$ cat src/rtl/tftpw_pkg.sv
// Package for the TFTP write receiver: transfer payload types, opcode and
// error codes, the per-cell store command and the controller state type.
// Depends on nothing; every other file in rtl/ imports it.
package tftpw_pkg;

	// Event opcodes carried by an incoming transfer.
	localparam logic [1:0] OP_TIMEOUT = 2'd0;
	localparam logic [1:0] OP_WRQ     = 2'd1;
	localparam logic [1:0] OP_DATA    = 2'd2;
	localparam logic [1:0] OP_OTHER   = 2'd3;

	// Reply kinds.
	localparam logic KIND_ACK   = 1'b0;
	localparam logic KIND_ERROR = 1'b1;

	// Error codes of an error reply.
	localparam logic [2:0] ERR_NONE         = 3'd0;
	localparam logic [2:0] ERR_BAD_BLOCK    = 3'd1;
	localparam logic [2:0] ERR_ABANDONED    = 3'd2;
	localparam logic [2:0] ERR_UNEXPECTED   = 3'd3;
	localparam logic [2:0] ERR_EXISTS       = 3'd4;
	localparam logic [2:0] ERR_UNKNOWN_USER = 3'd5;
	localparam logic [2:0] ERR_STORE_FULL   = 3'd6;

	localparam logic [15:0] MAX_RETRIES_RESET = 16'd5;

	// One incoming event.
	typedef struct packed {
		logic [1:0]  opcode;
		logic [15:0] block_number;
		logic        full_block;
		logic        foreign_client;
		logic [31:0] name_key;
	} req_item_t;

	// One outgoing reply.
	typedef struct packed {
		logic        reply_kind;
		logic [15:0] ack_block;
		logic [2:0]  error_kind;
		logic        last_reply;
	} reply_t;

	// Stack command from the controller to the key store.
	typedef struct packed {
		logic push;
		logic pop;
	} store_cmd_t;

	// Write strobes of a single key cell.
	typedef struct packed {
		logic push;
		logic pop;
	} cell_wr_t;

	// Controller states.
	typedef enum logic [3:0] {
		ST_IDLE   = 4'b0001,
		ST_SEARCH = 4'b0010,
		ST_EXEC   = 4'b0100,
		ST_EMIT   = 4'b1000
	} ctrl_state_t;

	function automatic reply_t mk_ack(input logic [15:0] blk);
		reply_t r;
		r.reply_kind = KIND_ACK;
		r.ack_block  = blk;
		r.error_kind = ERR_NONE;
		r.last_reply = 1'b0;
		return r;
	endfunction

	function automatic reply_t mk_err(input logic [2:0] err);
		reply_t r;
		r.reply_kind = KIND_ERROR;
		r.ack_block  = '0;
		r.error_kind = err;
		r.last_reply = 1'b0;
		return r;
	endfunction

endpackage

$ cat src/rtl/tftpw_cell.sv
// One cell of the filename key store: holds one stored key and passes a
// probe key with its running match flag on to the next cell every cycle.
// Depends on tftpw_pkg.
module tftpw_cell import tftpw_pkg::*; (
	input  logic        clk,
	input  logic        arst_n,
	input  cell_wr_t    wr,
	input  logic [31:0] wr_key,
	input  logic [31:0] prev_key,
	input  logic        prev_hit,
	output logic [31:0] next_key,
	output logic        next_hit,
	output logic        occupied
);

	logic        occ_q;
	logic [31:0] key_q;
	logic [31:0] probe_key_q;
	logic        probe_hit_q;

	// Occupancy follows the stack pushes and pops.
	always_ff @(posedge clk or negedge arst_n) begin
		if (!arst_n) begin
			occ_q <= 1'b0;
		end else if (wr.push) begin
			occ_q <= 1'b1;
		end else if (wr.pop) begin
			occ_q <= 1'b0;
		end
	end

	// The stored key is cleared when its entry is popped.
	always_ff @(posedge clk) begin
		if (wr.push) begin
			key_q <= wr_key;
		end else if (wr.pop) begin
			key_q <= '0;
		end
	end

	// The probe moves one cell per cycle and picks up a match here.
	always_ff @(posedge clk) begin
		probe_key_q <= prev_key;
		probe_hit_q <= prev_hit | (occ_q && (key_q == prev_key));
	end

	assign next_key = probe_key_q;
	assign next_hit = probe_hit_q;
	assign occupied = occ_q;

endmodule

$ cat src/rtl/tftpw_ctrl.sv
// Transfer controller of the TFTP write receiver: accepts events, keeps the
// transfer state, drives the key stack and queues up to two replies.
// Depends on tftpw_pkg; the key search result comes from the cell row.
module tftpw_ctrl import tftpw_pkg::*; #(
	parameter int NAME_SLOTS = 16
) (
	input  logic                                clk,
	input  logic                                arst_n,
	input  logic                                req_valid,
	output logic                                req_ready,
	input  req_item_t                           req,
	output logic                                rsp_valid,
	input  logic                                rsp_ready,
	output reply_t                              rsp,
	input  logic                                cfg_we,
	input  logic [15:0]                         cfg_wdata,
	output logic [31:0]                         probe_key,
	input  logic                                search_hit,
	output store_cmd_t                          store_cmd,
	output logic [$clog2(NAME_SLOTS + 1) - 1:0] name_count
);

	localparam int CW  = $clog2(NAME_SLOTS + 1);
	localparam int SCW = (NAME_SLOTS > 1) ? $clog2(NAME_SLOTS) : 1;
	localparam logic [SCW-1:0] SEARCH_LAST = SCW'(NAME_SLOTS - 1);
	localparam logic [CW-1:0]  SLOTS_FULL  = CW'(NAME_SLOTS);

	ctrl_state_t  state_q;
	req_item_t    item_q;
	logic [SCW-1:0] cnt_q;
	logic [15:0]  max_retries_q;
	logic [15:0]  expected_q;
	logic         open_q;
	logic         seen_q;
	logic [15:0]  retry_q;
	logic [15:0]  acked_q;
	logic [CW-1:0] count_q;
	reply_t       res_q [2];
	logic [1:0]   nres_q;
	logic         emit_idx_q;
	reply_t       rsp_q;
	logic         rsp_valid_q;

	// Decision for the event held in item_q.
	logic [15:0]  d_expected;
	logic         d_open;
	logic         d_seen;
	logic [15:0]  d_retry;
	logic [15:0]  d_acked;
	logic         d_push;
	logic         d_pop;
	reply_t       d_res0;
	reply_t       d_res1;
	logic [1:0]   d_nres;
	logic [15:0]  retry_inc;
	logic         emit_go;
	logic         emit_last;
	reply_t       emit_rsp;

	assign retry_inc = retry_q + 16'd1;

	always_comb begin
		d_expected = expected_q;
		d_open     = open_q;
		d_seen     = seen_q;
		d_retry    = retry_q;
		d_acked    = acked_q;
		d_push     = 1'b0;
		d_pop      = 1'b0;
		d_res0     = mk_ack(16'd0);
		d_res1     = mk_ack(16'd0);
		d_nres     = 2'd0;
		case (item_q.opcode)
			OP_TIMEOUT: begin
				if (open_q) begin
					d_res0 = mk_ack(acked_q);
					d_nres = 2'd1;
					if (retry_inc >= max_retries_q) begin
						// Retry limit reached: abandon and drop the key.
						d_pop   = (count_q != '0);
						d_open  = 1'b0;
						d_retry = '0;
						d_res1  = mk_err(ERR_ABANDONED);
						d_nres  = 2'd2;
					end else begin
						d_retry = retry_inc;
					end
				end
			end
			OP_WRQ: begin
				d_nres = 2'd1;
				if (open_q) begin
					d_res0 = mk_err(ERR_UNEXPECTED);
				end else if (search_hit) begin
					d_res0 = mk_err(ERR_EXISTS);
				end else if (count_q == SLOTS_FULL) begin
					d_res0 = mk_err(ERR_STORE_FULL);
				end else begin
					d_push     = 1'b1;
					d_open     = 1'b1;
					d_seen     = 1'b1;
					d_expected = 16'd1;
					d_acked    = '0;
					d_retry    = '0;
					d_res0     = mk_ack(16'd0);
				end
			end
			OP_DATA: begin
				d_nres = 2'd1;
				if (open_q && item_q.foreign_client) begin
					d_res0 = mk_err(ERR_UNEXPECTED);
				end else if (!seen_q) begin
					d_res0 = mk_err(ERR_UNKNOWN_USER);
				end else if (!open_q) begin
					// Closed transfer: only a repeat of the last block is acked.
					if (item_q.block_number == acked_q) begin
						d_res0 = mk_ack(item_q.block_number);
					end else begin
						d_res0 = mk_err(ERR_BAD_BLOCK);
					end
				end else if (item_q.block_number != expected_q) begin
					d_pop   = (count_q != '0);
					d_open  = 1'b0;
					d_retry = '0;
					d_res0  = mk_err(ERR_BAD_BLOCK);
				end else begin
					d_acked = item_q.block_number;
					d_retry = '0;
					d_res0  = mk_ack(item_q.block_number);
					if (item_q.full_block) begin
						d_expected = expected_q + 16'd1;
					end else begin
						d_open = 1'b0;
					end
				end
			end
			default: begin
				d_nres = 2'd0;
			end
		endcase
	end

	// Reply staging: a queued reply moves once the output register frees up.
	assign emit_go   = (state_q == ST_EMIT) && (!rsp_valid_q || rsp_ready);
	assign emit_last = (nres_q == 2'd1) || emit_idx_q;
	always_comb begin
		emit_rsp            = res_q[emit_idx_q];
		emit_rsp.last_reply = emit_last;
	end

	// Sequencer.
	always_ff @(posedge clk or negedge arst_n) begin
		if (!arst_n) begin
			state_q    <= ST_IDLE;
			cnt_q      <= '0;
			emit_idx_q <= 1'b0;
			nres_q     <= '0;
		end else begin
			case (state_q)
				ST_IDLE: begin
					if (req_valid) begin
						cnt_q   <= '0;
						state_q <= (req.opcode == OP_WRQ) ? ST_SEARCH : ST_EXEC;
					end
				end
				ST_SEARCH: begin
					cnt_q <= cnt_q + 1'b1;
					if (cnt_q == SEARCH_LAST) begin
						state_q <= ST_EXEC;
					end
				end
				ST_EXEC: begin
					nres_q     <= d_nres;
					emit_idx_q <= 1'b0;
					state_q    <= (d_nres == 2'd0) ? ST_IDLE : ST_EMIT;
				end
				ST_EMIT: begin
					if (emit_go) begin
						emit_idx_q <= 1'b1;
						if (emit_last) begin
							state_q <= ST_IDLE;
						end
					end
				end
				default: begin
					state_q <= ST_IDLE;
				end
			endcase
		end
	end

	// Event and reply payload registers.
	always_ff @(posedge clk) begin
		if (req_valid && req_ready) begin
			item_q <= req;
		end
		if (state_q == ST_EXEC) begin
			res_q[0] <= d_res0;
			res_q[1] <= d_res1;
		end
		if (emit_go) begin
			rsp_q <= emit_rsp;
		end
	end

	// Transfer state, updated once per event.
	always_ff @(posedge clk or negedge arst_n) begin
		if (!arst_n) begin
			max_retries_q <= MAX_RETRIES_RESET;
			expected_q    <= 16'd1;
			open_q        <= 1'b0;
			seen_q        <= 1'b0;
			retry_q       <= '0;
			acked_q       <= '0;
			count_q       <= '0;
			rsp_valid_q   <= 1'b0;
		end else begin
			if (cfg_we) begin
				max_retries_q <= cfg_wdata;
			end
			if (state_q == ST_EXEC) begin
				expected_q <= d_expected;
				open_q     <= d_open;
				seen_q     <= d_seen;
				retry_q    <= d_retry;
				acked_q    <= d_acked;
				if (d_push) begin
					count_q <= count_q + 1'b1;
				end else if (d_pop) begin
					count_q <= count_q - 1'b1;
				end
			end
			if (emit_go) begin
				rsp_valid_q <= 1'b1;
			end else if (rsp_ready) begin
				rsp_valid_q <= 1'b0;
			end
		end
	end

	assign req_ready      = (state_q == ST_IDLE);
	assign rsp_valid      = rsp_valid_q;
	assign rsp            = rsp_q;
	assign probe_key      = item_q.name_key;
	assign store_cmd.push = (state_q == ST_EXEC) && d_push;
	assign store_cmd.pop  = (state_q == ST_EXEC) && d_pop;
	assign name_count     = count_q;

endmodule

$ cat src/rtl/tftp_write_receiver.sv
// Top level of the TFTP write receiver: the transfer controller and a row
// of key cells that hold the used filename keys as a stack.
// Depends on tftpw_pkg, tftpw_ctrl and tftpw_cell.
//
//   channel   direction  handshake             payload
//   req       in         req_valid/req_ready   req_item_t (one event)
//   rsp       out        rsp_valid/rsp_ready   reply_t (one reply)
//   cfg       in         cfg_we                cfg_wdata (max_retries)
//
// One event at a time. A write request sends its key through the row of
// NAME_SLOTS cells, so its first reply reaches the output register only
// after the search, the decision and the emit states; other events skip the
// search. A second reply is loaded at the edge that hands the first one over,
// and a reply that rsp_ready holds back delays the next one. req_ready rises
// at the edge that loads the last reply of an event.
// Reset clears the transfer state, the stack count and every cell's
// occupancy at once; no clearing pass is needed.
module tftp_write_receiver import tftpw_pkg::*; #(
	parameter int NAME_SLOTS = 16
) (
	input  logic        clk,
	input  logic        arst_n,
	input  logic        req_valid,
	output logic        req_ready,
	input  req_item_t   req,
	output logic        rsp_valid,
	input  logic        rsp_ready,
	output reply_t      rsp,
	input  logic        cfg_we,
	input  logic [15:0] cfg_wdata
);

	localparam int CW = $clog2(NAME_SLOTS + 1);

	logic [31:0]          chain_key [NAME_SLOTS + 1];
	logic                 chain_hit [NAME_SLOTS + 1];
	logic [NAME_SLOTS-1:0] occ;
	store_cmd_t           store_cmd;
	logic [CW-1:0]        name_count;

	tftpw_ctrl #(
		.NAME_SLOTS(NAME_SLOTS)
	) u_ctrl (
		.clk        (clk),
		.arst_n     (arst_n),
		.req_valid  (req_valid),
		.req_ready  (req_ready),
		.req        (req),
		.rsp_valid  (rsp_valid),
		.rsp_ready  (rsp_ready),
		.rsp        (rsp),
		.cfg_we     (cfg_we),
		.cfg_wdata  (cfg_wdata),
		.probe_key  (chain_key[0]),
		.search_hit (chain_hit[NAME_SLOTS]),
		.store_cmd  (store_cmd),
		.name_count (name_count)
	);

	assign chain_hit[0] = 1'b0;

	// Row of key cells; a push lands at the stack top, a pop clears below it.
	for (genvar i = 0; i < NAME_SLOTS; i++) begin : g_cell
		localparam logic [CW-1:0] IDX      = CW'(i);
		localparam logic [CW-1:0] IDX_NEXT = CW'(i + 1);
		cell_wr_t wr;

		assign wr.push = store_cmd.push && (name_count == IDX);
		assign wr.pop  = store_cmd.pop && (name_count == IDX_NEXT);

		tftpw_cell u_cell (
			.clk      (clk),
			.arst_n   (arst_n),
			.wr       (wr),
			.wr_key   (chain_key[0]),
			.prev_key (chain_key[i]),
			.prev_hit (chain_hit[i]),
			.next_key (chain_key[i + 1]),
			.next_hit (chain_hit[i + 1]),
			.occupied (occ[i])
		);
	end

	// The stack never holds more keys than there are cells.
	assert property (@(posedge clk) disable iff (!arst_n)
		name_count <= CW'(NAME_SLOTS))
		else $error("key stack count exceeds the number of cells");

	// Occupied cells always match the stack count.
	assert property (@(posedge clk) disable iff (!arst_n)
		$countones(occ) == 32'(name_count))
		else $error("cell occupancy disagrees with the stack count");

	// A push and a pop never come from the same event.
	assert property (@(posedge clk) disable iff (!arst_n)
		!(store_cmd.push && store_cmd.pop))
		else $error("key stack pushed and popped together");

	// A pop only happens with at least one key stored.
	assert property (@(posedge clk) disable iff (!arst_n)
		store_cmd.pop |-> (name_count != '0))
		else $error("key stack popped while empty");

endmodule

$ cat config.mk
export PLATFORM = sky130hd
export DESIGN_NAME = tftp_write_receiver
export DESIGN_NICKNAME = d
export VERILOG_FILES = /design/src/rtl/tftpw_pkg.sv /design/src/rtl/tftpw_cell.sv /design/src/rtl/tftpw_ctrl.sv /design/src/rtl/tftp_write_receiver.sv
export SDC_FILE = /design/constraint.sdc
export NUM_CORES = 2
export LEC_CHECK = 0
export BUFFER_PORTS_ARGS = -buffer_cell sky130_fd_sc_hd__clkbuf_2
export CORE_AREA = 4 4 275 277
export DETAILED_ROUTE_END_ITERATION = 7
export DIE_AREA = 0 0 279 281
export PLACE_DENSITY = 0.76
export SLEW_MARGIN = 20
export SYNTH_ARGS = -nofsm -noshare
export SYNTH_HDL_FRONTEND = slang
export SYNTH_SLANG_ARGS = --single-unit
$ cat constraint.sdc
create_clock -name clk -period 8.7 [get_ports clk]
set_input_delay 1.74 -clock clk [delete_from_list [all_inputs] [get_ports clk]]
set_output_delay 1.74 -clock clk [all_outputs]
set_load 0.02 [all_outputs]
Yosys cells after proc, flatten, opt, wreduce, memory -nomap -nowiden
Memory sizes are Yosys's and may differ from the RTL's. A register that Yosys moved wholly into a read port is not among the register bits.
Index checks and enable logic that the tools add are counted.
{ "op_classes": {"addsub": 5, "magnitude_cmp": 1, "eq_ne": 56, "mux": 140, "bitwise_logic": 18, "n_reduce_logical": 92} }
{ "op_table": {"columns": ["op", "count"], "rows": [
  ["2-to-1 mux 32 bit", 32],
  ["equality test 32 bit", 16],
  ["2-to-1 mux 16 bit", 20],
  ["2-to-1 mux 21 bit", 11],
  ["case mux 16 bit (2 select lines)", 2],
  ["case mux 21 bit (3 select lines)", 1],
  ["2-to-1 mux 1 bit", 55],
  ["logical AND 1 bit", 53],
  ["case mux 16 bit (3 select lines)", 1],
  ["nonzero test 2 bit", 21],
  ["equality test 5 x 4 -> 1 bit (second input constant)", 8],
  ["adder 16 x 1 -> 16 bit (second input constant)", 2],
  ["2-to-1 mux 4 bit", 6],
  ["equality test 5 x 3 -> 1 bit (second input constant)", 4],
  ["2-to-1 mux 20 bit", 1],
  ["AND reduction 9 bit", 2],
  ["equality test 16 bit", 1],
  [">= comparator 16 bit", 1],
  ["!= test 16 bit", 1],
  ["case mux 4 bit (4 select lines)", 1],
  ["bitwise OR 1 bit", 15],
  ["!= test 2 x 1 -> 1 bit (second input constant)", 7],
  ["!= test 2 bit (second input constant)", 6],
  ["equality test 5 x 2 -> 1 bit (second input constant)", 2],
  ["other kinds (30)", 43]
]} }
{ "totals": {"regBits": 1160, "ramBits": 42, "input_bits": 73, "out_inout_bits": 23, "word_cells": 394, "mem_count": 1} }
{ "memory_table": {"columns": ["memory", "depth", "word_bits", "read_ports", "rd_clocked_by_memory_dff", "wr", "line_no", "text"], "rows": [
  ["u_ctrl.res_q", 2, 21, 1, 1, 2, "tftpw_ctrl.sv:38", "reply_t res_q [2];"]
]} }

Logic depth before layout (Yosys ltp)
{ "depth": {"word_depth": 10, "mapped_depth": 15, "ltp_nobuf": 14} }

Modules after synthesis
A second synthesis with hierarchy kept.
{ "hier_totals": {"cells_unflattened": 3199, "area_unflattened_um2": 44540.2} }
{ "modules_own_cells": {"columns": ["mod", "n_inst", "cells_each", "area_each_um2", "seq_area_each_um2"], "rows": [
  ["tftpw_cell", 16, 148, 2230.9, 1646.6],
  ["tftpw_ctrl", 1, 782, 8594.5, 4904.7],
  ["tftp_write_receiver", 1, 49, 251.5, 0.0]
]} }

Worst setup path after synthesis
OpenSTA, ideal clock, no wires.
{ "synth_timing": {"path_type": "flip-flop to flip-flop", "startpoint": "register u_ctrl.retry_q[2]", "endpoint": "register g_cell[9].u_cell.key_q[0], enable pin", "setup_time_ns": 0.466, "t_arrival_ns": 5.161, "required_time_ns": 8.234, "path_slack_ns": 3.073, "path_stages_with_launch": 16, "path_buffers": 1, "synth_period_minus_slack_ns": 5.627, "path_cell_list": "dfrtp_1 > and3_1 > and3_1 > nand2_1 > nor2_1 > and4_1 > xor2_1 > ha_1 > nand4_1 > nor4_1 > o31ai_1 > o211ai_1 > a41o_1 > buf_2 > nand2_1 > o21ai_0"} }
{ "synth_between": {"elab_chain_cells": 8} }
{ "synth_lines": {"columns": ["item", "line_no", "text"], "rows": [
  ["start: declaration", "tftpw_ctrl.sv:35", "logic [15:0] retry_q;"],
  ["start signal: assignment", "tftpw_ctrl.sv:225", "retry_q <= d_retry;"],
  ["adder 16 x 1 -> 16 bit", "tftpw_ctrl.sv:60", "assign retry_inc = retry_q + 16'd1;"],
  [">= comparator 16 bit", "tftpw_ctrl.sv:78", "if (retry_inc >= max_retries_q) begin"],
  ["2-to-1 mux 1 bit", "tftpw_ctrl.sv:78", null],
  ["2-to-1 mux 1 bit", "tftpw_ctrl.sv:75", "if (open_q) begin"],
  ["case mux 1 bit (2 select lines)", "tftpw_ctrl.sv:73", "case (item_q.opcode)"],
  ["logical AND 1 bit", "tftpw_ctrl.sv:246", "assign store_cmd.pop = (state_q == ST_EXEC) && d_pop;"],
  ["logical AND 1 bit", "tftp_write_receiver.sv:69", "assign wr.pop = store_cmd.pop && (name_count == IDX_NEXT);"],
  ["nonzero test 2 bit (no line)", null, null],
  ["end signal: assignment", "tftpw_cell.sv:35", "key_q <= wr_key;"],
  ["end: declaration", "tftpw_cell.sv:17", "logic [31:0] key_q;"]
]} }
Every way passes these cells.
A chain may end at the register's enable or synchronous reset.

Final worst setup path
{ "layout_timing": {"startpoint": "register u_ctrl.retry_q[2]", "endpoint": "register g_cell[13].u_cell.key_q[31], enable pin"} }
{ "layout_between": {"elab_chain_cells": 8} }
{ "layout_lines": {"columns": ["item", "line_no"], "rows": [
  ["adder 16 x 1 -> 16 bit", "tftpw_ctrl.sv:60"],
  [">= comparator 16 bit", "tftpw_ctrl.sv:78"],
  ["2-to-1 mux 1 bit", "tftpw_ctrl.sv:78"],
  ["2-to-1 mux 1 bit", "tftpw_ctrl.sv:75"],
  ["case mux 1 bit (2 select lines)", "tftpw_ctrl.sv:73"],
  ["logical AND 1 bit", "tftpw_ctrl.sv:246"],
  ["logical AND 1 bit", "tftp_write_receiver.sv:69"],
  ["nonzero test 2 bit (no line)", null],
  ["end signal: assignment", "tftpw_cell.sv:35"],
  ["end: declaration", "tftpw_cell.sv:17"]
]} }
Every way passes these cells.

==> impl_metrics.json <==
{
  "clk_pin_slew_ns": 0.06,
  "hold_buffers": 0,
  "design.core.area_sq_um": 72800,
  "gr-total-overflow": 0,
  "grt_pass1_wl_um": 150000,
  "via_per_inst": 5.55,
  "p_switching_mw": 3.45,
  "synth_cells": 3133,
  "crit_path_frequent_cell": "and3_1",
  "seq_area_frac_synth": 0.703,
  "synthFlopType": "edfxtp_1",
  "cp.arrival_ns": 5.24,
  "post-cts-setup-buffers": 0,
  "dp_slack_ns": 3.83,
  "detail_route.wl_per_cell_um": 22.9,
  "cts_resized": 0,
  "grt_setup_unrepaired": "no",
  "cp-end-kind": "flop",
  "dr.pass1.iters": 5,
  "ys_seq_elements": 1201,
  "via_count": 24200,
  "drv_cap": 0,
  "leakagePower_nw": 19.2,
  "yosys.cell_count.top_type": "edfxtp_1",
  "track_usage": 0.255,
  "grt_pass1_vias": 24600,
  "rows": 99,
  "antenna_left": 0,
  "die_area_sq_um": 78400,
  "antenna_found_initial": 4,
  "cp-start-kind": "flop",
  "die_w_um": 279,
  "synth_edf_count": 606,
  "drtIter0Drc": 2189,
  "critical_path.top_delay_family": "simple AND/OR/NAND/NOR gates",
  "ctsHtreeMaxLevel": 3,
  "max-slew-margin-rel": 0.252,
  "maxSlewViolCount": 0,
  "fin_nets": 3398,
  "route.detailed.drc": 0,
  "internal_power_mw": 9.71,
  "wirelength_um": 99600,
  "ys_warn_count": 0,
  "die_h_um": 281,
  "clock_sinks": 1201,
  "design_area_sq_um": 49100,
  "swShare": 0.262,
  "crit_fanout": 32,
  "crit_buf_inv": 1,
  "worstSkewPairLatency_ns": 0.68,
  "cp.required_ns": 9.02,
  "vdd_drop_max_mv": 0.249,
  "setup_ws_ns": 3.78,
  "cts_buffer_depth": 3,
  "final_hold_viol_count": 0,
  "nFillCells": 5015,
  "yosysTopAreaCell": "edfxtp_1",
  "critPathMaxStageDelay_ns": 0.77,
  "crit_type": "flop to flop",
  "path_cells": "and3_1, and3_1, nand2_1, nor2_1, and4_1, xor2_1, ha_1, nand4_1, nor4_1, o31ai_1, o211ai_1, a41o_1, nand3_1, o22ai_2, buf_4",
  "grt_max_degree": 72,
  "synth.top_cell.area_share": 0.418,
  "syn_to_final_growth_pct": 12.7,
  "ys_async_sr_fraction": 0.0824,
  "numCtsBuffers": 112,
  "worstMarginPinSlew_ns": 1.12,
  "finalPower_mw": 13.2,
  "period_share": 0.566,
  "dp_hpwl_um": 65000,
  "syn_nets": 3236,
  "power_frac_comb": 0.095,
  "fmax_ghz": 0.203,
  "crit_path_top_delay_cell": "a41o_1",
  "clkPwrFrac": 0.364,
  "start_util": 0.598,
  "tritoncts": "yes",
  "gp_congestion": 0.863,
  "syn_area_sq_um": 43500,
  "hold_path_class": "flop to flop",
  "period_needed_ns": 4.92,
  "finalSetupViolCount": 0,
  "port_buffers": 95,
  "avgSynthCellArea_sq_um": 13.9,
  "pwr-share-seq": 0.541,
  "yosys-top-cells-area": "edfxtp_1, dfxtp_1, xor2_1",
  "power_density_nw_per_um2": 268,
  "cts-root-buf": "clkbuf_16",
  "io_pins": 96,
  "drive_gt1_frac": 0.114,
  "fin_tns_setup_ns": 0,
  "yosys.cell_types.count": 61,
  "placed_area_sq_um": 45400,
  "skew_ns": 0.0263,
  "run_status": "finished clean",
  "synth_top_cells_by_count": "edfxtp_1, dfxtp_1, and2_1"
}
==> cell usage in the layout, fill, tap and decap left out, types with 12 or more instances in the layout <==
cell       synthesis  layout
xor2_1           465     465
nand4_1           40      40
a21oi_1           33      32
ha_1              30      28
a41o_1            16      16
o21ai_0           68      56
inv_1             39      38
clkbuf_8           0      22
xnor2_1           99      99
clkinv_2           0      26
clkbuf_16          0     114
and3_1            37      37
and2_1           484     484
nand2_1          134     134
a22o_1            15      15
buf_4              1      66
o21ai_2            0      12
clkbuf_2           0      94
dfrtp_1           95      95
clkbuf_1         107      33
nor4_1           106     106
nor2_1            65      64
nor3_1            27      26
dfxtp_1          496     496
nor2b_1           31      30
edfxtp_1         606     606
nand3_1           34      34
==> metal layers <==
metal,up-vias,GRT usage,part of all wire
met5,-,0,0
met4,0,0.0780,0.032
met3,213,0.0360,0.067
met2,826,0.431,0.49
met1,12000,0.346,0.41
li1,11100,-,-
==> area by class of cell <==
cell class / instances / area, sq um / share of cell area
inverter: 39 / 148 / 0.00301
multi-input combinational: 1780 / 12400 / 0.254
clock inverter: 44 / 380 / 0.00775
antenna: 1 / 2.50 / 0.0000510
tap: 959 / 1200 / 0.0245
timing repair buffer: 161 / 993 / 0.0203
clock buffer: 169 / 3280 / 0.0669
sequential: 1201 / 30600 / 0.624
==> cell families (layout without fill, tap and decap cells) <==
| group | after synthesis | count (layout) | share of synthesized area |
|---|---|---|---|
| AOI/OAI and AO/OA | 184 | 184 | 0.0278 |
| xor gates and xnor gates | 564 | 564 | 0.113 |
| adders and majority gates | 30 | 30 | 0.00862 |
| buffers and inverters | 152 | 413 | 0.0133 |
| DFF | 1201 | 1201 | 0.703 |
| muxes | 4 | 4 | 0.00101 |
| other | 0 | 1 | 0 |
| and+or+nand+nor | 998 | 998 | 0.133 |
==> power groups by stage <==
stage	registers [mW]	logic (mW)	clock network, mW
global placement	7.23	1.18	0
detailed placement	7.24	1.22	0
global route	7.17	1.33	5.07
floorplan	6.99	0.714	0
finish	7.12	1.25	4.79
CTS	7.12	1.23	4.84
==> worst register-to-register path: cells and delay by family, from the launching register on <==
kind                     cells  cell delay (ns)
AO/OA/AOI/OAI                4             1.47
XOR/XNOR                     1             0.09
adder cells (fa/ha/maj)      1             0.31
buffers and inverters        1             0.43
flip-flops                   1             0.41
AND/OR/NAND/NOR              8             1.85
==> sequential cells by signal, indices dropped and copies added, names as in the netlist, 2 cells and up <==
name	flops
g_cell.u_cell.key_q	512
g_cell.u_cell.next_key	480
u_ctrl.probe_key	32
u_ctrl.res_q	21
u_ctrl.rsp	21
u_ctrl.item_q	20
g_cell.u_cell.next_hit	16
g_cell.u_cell.occupied	16
u_ctrl.acked_q	16
u_ctrl.expected_q	16
u_ctrl.max_retries_q	16
u_ctrl.retry_q	16
u_ctrl.name_count	5
u_ctrl.cnt_q	4
u_ctrl.state_q	4
u_ctrl.nres_q	2
==> worst paths after layout <==
| check | from | to | slack (ns) | cells after the start |
|---|---|---|---|---|
| max | u_ctrl.retry_q[2] | g_cell[13].u_cell.key_q[31] | 3.78 | 15 |
| min | g_cell[0].u_cell.next_key[10] | g_cell[1].u_cell.next_key[10] | 0.36 | 0 |
| max reg2reg | u_ctrl.retry_q[2] | g_cell[13].u_cell.key_q[31] | 3.78 | 15 |
| min reg2reg | g_cell[0].u_cell.next_key[10] | g_cell[1].u_cell.next_key[10] | 0.36 | 0 |
| max in group asynchronous | arst_n | g_cell[7].u_cell.occupied | 6.36 | 2 |
| min in group asynchronous | arst_n | u_ctrl.acked_q[12] | 0.98 | 1 |
==> stage by stage <==
step / utilization / hold slack [ns] / std cells
3_3_place_gp: 0.623 / 0.352 / 4139
5_1_grt: 0.673 / 0.365 / 4353
2_1_floorplan: - / 0.331 / 3133
3_5_place_dp: 0.623 / 0.354 / 4140
4_1_cts: 0.673 / 0.361 / 4353
6_report: 0.673 / 0.357 / 4354
No activity file was read; power rests on OpenSTA's default activity.
